### config.mk
export PLATFORM = sky130hd
export DESIGN_NAME = rcba_div
export DESIGN_NICKNAME = d
export VERILOG_FILES = /design/src/sv/rcba_pkg.sv /design/src/sv/rcba_div.sv
export SDC_FILE = /design/constraint.sdc
export NUM_CORES = 1
export LEC_CHECK = 0
export BUFFER_PORTS_ARGS = -buffer_cell sky130_fd_sc_hd__buf_2
export CORE_ASPECT_RATIO = 0.7
export CORE_MARGIN = 8
export CORE_UTILIZATION = 30
export CTS_BUF_LIST = sky130_fd_sc_hd__clkbuf_8
export CTS_CLUSTER_DIAMETER = 60
export CTS_CLUSTER_SIZE = 10
export DETAILED_ROUTE_END_ITERATION = 12
export PLACE_DENSITY = 0.56
export SLEW_MARGIN = 15
export SYNTH_ARGS = -nofsm -noshare
export SYNTH_HDL_FRONTEND = slang
export SYNTH_SLANG_ARGS = --single-unit
### constraint.sdc
create_clock -name clk -period 4.1 [get_ports clk]
set_clock_uncertainty 0.15 [all_clocks]
set_input_delay 0.41 -clock clk [delete_from_list [all_inputs] [get_ports clk]]
set_output_delay 0.41 -clock clk [all_outputs]
set_load 0.01 [all_outputs]
### src/sv/rcba_pkg.sv
// Shared types and constants for the read coverage bin accumulator.
// Holds the state encoding, register indexes and the divider request/response
// structs. No dependencies.
package rcba_pkg;

  localparam int NUM_BINS_DEF = 65536;
  localparam int DATA_W       = 32;
  localparam int DIV_W        = 48;
  localparam int DVSR_W       = 16;
  localparam int CFG_AW       = 5;

  localparam logic [15:0] BIN_SIZE_RST     = 16'd100;
  localparam logic [30:0] CHROM_LENGTH_RST = 31'h7fff_ffff;
  localparam logic [31:0] NORM_WEIGHT_RST  = 32'h0001_0000;

  typedef enum logic [2:0] {
    REG_BIN_SIZE     = 3'd0,
    REG_CENTER_WIDTH = 3'd1,
    REG_CHROM_LENGTH = 3'd2,
    REG_MAP_ENABLE   = 3'd3,
    REG_MAP_THRESH   = 3'd4,
    REG_NORM_ENABLE  = 3'd5,
    REG_NORM_WEIGHT  = 3'd6
  } reg_idx_t;

  typedef enum logic [3:0] {
    ST_CLEAR,
    ST_IDLE,
    ST_ADD_ORDER,
    ST_ADD_CENTER,
    ST_ADD_CLAMP,
    ST_DIV_S,
    ST_DIV_E,
    ST_ADD_RD,
    ST_ADD_WR,
    ST_RB_RD,
    ST_RB_SCALE,
    ST_MAP_DIV,
    ST_NORM_MUL,
    ST_NORM_SAT,
    ST_OUT
  } state_t;

  typedef struct packed {
    logic              start;
    logic [DIV_W-1:0]  dividend;
    logic [DVSR_W-1:0] divisor;
  } div_req_t;

  typedef struct packed {
    logic             busy;
    logic             done;
    logic [DIV_W-1:0] quotient;
  } div_rsp_t;

endpackage

### src/sv/rcba_div.sv
// Restoring radix-2 divider, one quotient bit per cycle.
// Uses rcba_pkg for widths and the request/response structs.
module rcba_div (
  input  logic              clk,
  input  logic              rst_n,
  input  rcba_pkg::div_req_t req,
  output rcba_pkg::div_rsp_t rsp
);

  import rcba_pkg::*;

  localparam int CNT_W = $clog2(DIV_W);
  localparam logic [CNT_W-1:0] LAST_STEP = CNT_W'(DIV_W - 1);

  logic              busy_r, busy_nxt;
  logic              done_r, done_nxt;
  logic [CNT_W-1:0]  cnt_r, cnt_nxt;
  logic [DIV_W-1:0]  dvd_r, dvd_nxt;
  logic [DVSR_W-1:0] rem_r, rem_nxt;
  logic [DVSR_W-1:0] dvsr_r, dvsr_nxt;
  logic [DVSR_W:0]   rem_sh;
  logic [DVSR_W:0]   rem_sub;
  logic              q_bit;

  // shift in the next dividend bit and try a subtract
  assign rem_sh  = {rem_r, dvd_r[DIV_W-1]};
  assign rem_sub = rem_sh - {1'b0, dvsr_r};
  assign q_bit   = (rem_sh >= {1'b0, dvsr_r});

  always_comb begin
    busy_nxt = busy_r;
    done_nxt = 1'b0;
    cnt_nxt  = cnt_r;
    dvd_nxt  = dvd_r;
    rem_nxt  = rem_r;
    dvsr_nxt = dvsr_r;
    if (req.start) begin
      busy_nxt = 1'b1;
      cnt_nxt  = '0;
      dvd_nxt  = req.dividend;
      rem_nxt  = '0;
      dvsr_nxt = req.divisor;
    end else if (busy_r) begin
      dvd_nxt = {dvd_r[DIV_W-2:0], q_bit};
      rem_nxt = q_bit ? rem_sub[DVSR_W-1:0] : rem_sh[DVSR_W-1:0];
      cnt_nxt = cnt_r + 1'b1;
      if (cnt_r == LAST_STEP) begin
        busy_nxt = 1'b0;
        done_nxt = 1'b1;
      end
    end
  end

  always_ff @(posedge clk) begin
    if (!rst_n) begin
      busy_r <= 1'b0;
      done_r <= 1'b0;
      cnt_r  <= '0;
    end else begin
      busy_r <= busy_nxt;
      done_r <= done_nxt;
      cnt_r  <= cnt_nxt;
    end
    dvd_r  <= dvd_nxt;
    rem_r  <= rem_nxt;
    dvsr_r <= dvsr_nxt;
  end

  assign rsp.busy     = busy_r;
  assign rsp.done     = done_r;
  assign rsp.quotient = dvd_r;

`ifndef ASSERT_OFF
  a_no_start_busy: assert property (@(posedge clk) disable iff (!rst_n)
    req.start |-> !busy_r)
    else $error("divider started while busy");

  a_busy_from_start: assert property (@(posedge clk) disable iff (!rst_n)
    $rose(busy_r) |-> $past(req.start))
    else $error("divider went busy without a start");
`endif

endmodule

==> results.ini <==
[floorplanning]
fp.dieW_um=164
rows=38
fp.dieH_um=120
dieArea_um2=19700
start_util_pct=30.2
io_pins=117
core_area_um2=15300

[clock_tree]
cts_setup_buffers=0
clockRootBuffer=clkbuf_8
numCtsBuffers=9
ctsHoldBuffers=0
htreeDepth=3
numClockSinks=88
tritoncts=done
cts_resized=0
clockBufferDepth=2
insertion_delay_ps=370
clkSlewWorstSetupHoldPaths_ps=90

[worst_setup_path]
critical_path_class=flip-flop to flip-flop
cp_data_required_time_ps=4230
critical_path_arrival_ps=3140
crit_path_start_kind=flip-flop
crit_fanout=11
startpoint=dvsr_r[9]
worstReg2RegStart=dvsr_r[9]
end_kind=flip-flop

[yosys]
ys_top_cells_by_area=edfxtp_1 42%, mux2_2 12%, dfxtp_1 10%, ha_1 4.6%, nor2_1 2.6%
ys_warn_count=0
yosys-top-cells-count=64 x edfxtp_1, 48 x mux2_2, 32 x nor2_1, 24 x dfxtp_1, 22 x inv_1
ys_types=56
yosysMostFrequentCell=edfxtp_1
async_reset_ff_share_pct=0
ys_ff_latch=88
syn-cell-area_um2=4610
seq_area_frac_synth_pct=52.1
avgSynthCellArea_um2=11.7
synth.largest_area_cell=edfxtp_1
synth_flop_cell=edfxtp_1
synth-edff-count=64
post-synth-top-area-fraction_pct=41.7
synth_cells=394
syn_nets=479

[global_routing]
grt_start_max_net_pins=49
globalRouteMet3Util_pct=4.07
grt_first_pass_wirelength_um=18300
grt_pass1_vias=3535
track_usage_pct=11.7
use_met2_pct=16.7
grt_busiest_layer=met2
antenna_found_initial=0
grt_overflow=0
grtUsageMet1_pct=16.0

[sta]
whs_ps=54.4
timing.final.crit_period_ps=3010
slew_headroom_pct=56.6
finalHoldViolCount=0
clock.fmax_ghz=0.333
min_period_over_period_pct=73.3
worst_pin_slew_ps=651
rsz0062_at_grt=false
setup-tns-final_ps=0
slew_viol_final=0
final-setup-viol-count=0

[pwr]
pwr-share-clk_pct=33.6
power.switching_w=0.000621
sequentialPowerShare_pct=46.6
irDropWorstVdd_mv=0.149
p_per_area_nw_per_um2=419
intPower_w=0.00172
pwr-share-comb_pct=19.8
switching_share_pct=26.6
power.leakage_nw=2.26

[final_layout]
layout.nets=589
n_antenna_cell=0
area_growth_pct=20.9
drive_gt1_share_pct=37.5

[routing]
post_drt_wl_per_cell_um=16.2
drtIter0Drc=277
wirelength_um=11500
vias=3432
via_per_inst=4.84
drt_first_pass_iters=4
drc=0
ant_nets=0

[place]
gp_congestion=0.892
io_buffers=116
dp_hpwl_um=8440

[hold_path]
hp-class=input port to flip-flop
min-delay-start=req[9]

[status]
outcome=completed

[flow_run]
cap_violations=0

cells by family (layout without fill, tap and decap cells):
logic type	Yosys count	in the layout	share of synthesized area, %
muxes	54	54	13.0
xor gates and xnor gates	12	12	2.28
and+or+nand+nor	96	96	10.1
buffers and inverters	46	161	5.70
DFF	88	88	52.1
AOI/OAI and AO/OA	80	80	11.8
adders and majority gates	18	18	5.05
sequential cells by signal, summed over array words and instances, names as in the netlist:
register / count
dvd_r: 48
done_r: 1
cnt_r: 6
rem_r: 16
dvsr_r: 16
busy_r: 1
worst paths after layout:
kind | endpoint | slack [ps] | depth (start not counted)
worst max-delay path | rem_r[0] | 1090 | 9
worst min-delay path | dvsr_r[9] | 50 | 1
worst min register to register | rem_r[15] | 350 | 2
worst max register to register | rem_r[0] | 1090 | 9
per-layer routing:
metal / up-vias / share of wire (%)
met5: - / 0
met4: 0 / 1.2
met3: 10 / 8.2
met2: 118 / 42
met1: 1613 / 49
li1: 1691 / -
per-stage QoR:
step                area (um^2)  utilization (%)  power [W]  cells  worst slack, ps
global route               5580             36.5    0.00245    709              874
finish                     5580             36.5    0.00234    709             1090
CTS                        5580             36.5    0.00237    709             1110
global placement           5320             34.8    0.00156    693             1260
detailed placement         5320             34.8    0.00157    693             1150
floorplan                  4610                -    0.00143    394             1420
critical path, stage by stage, from the launching register on:
cell and delay, ps:
edfxtp_1 330, inv_1 40, ha_1 420, nand4_1 210, or4_1 560, and4_1 170
a31oi_1 220, buf_4 220, mux2_2 350, a211oi_1 250
final cells by class:
class,instances,area (um^2)
clock buffer,9,124
sequential,88,2400
tap,200,250
fill,1536,9690
inverter,23,86.3
multi-input combinational,260,1950
timing repair buffer,122,628
clock inverter,7,135
placed cells by master (no fill, tap or decap), types with 6 or more instances in the layout:
cell type and count:
buf_2 115, edfxtp_1 64, mux2_2 48, nor2_1 32, dfxtp_1 24, inv_1 23, nand2_1 20, a21oi_1 20
ha_1 17, o21ai_0 16, nand3_1 11, a211oi_1 9, clkbuf_8 9, xnor2_1 7, buf_4 7, nand2b_1 6
mux2i_1 6
power groups by stage:
stage | Sequential [W] | Clock (W) | Combinational, W
2_1_floorplan | 0.00113 | 0 | 0.000297
4_1_cts | 0.00109 | 0.000814 | 0.000465
3_3_place_gp | 0.00110 | 0 | 0.000458
6_report | 0.00109 | 0.000786 | 0.000463
5_1_grt | 0.00110 | 0.000839 | 0.000511
3_5_place_dp | 0.00111 | 0 | 0.000461
No activity file was read; power rests on OpenSTA's default activity.
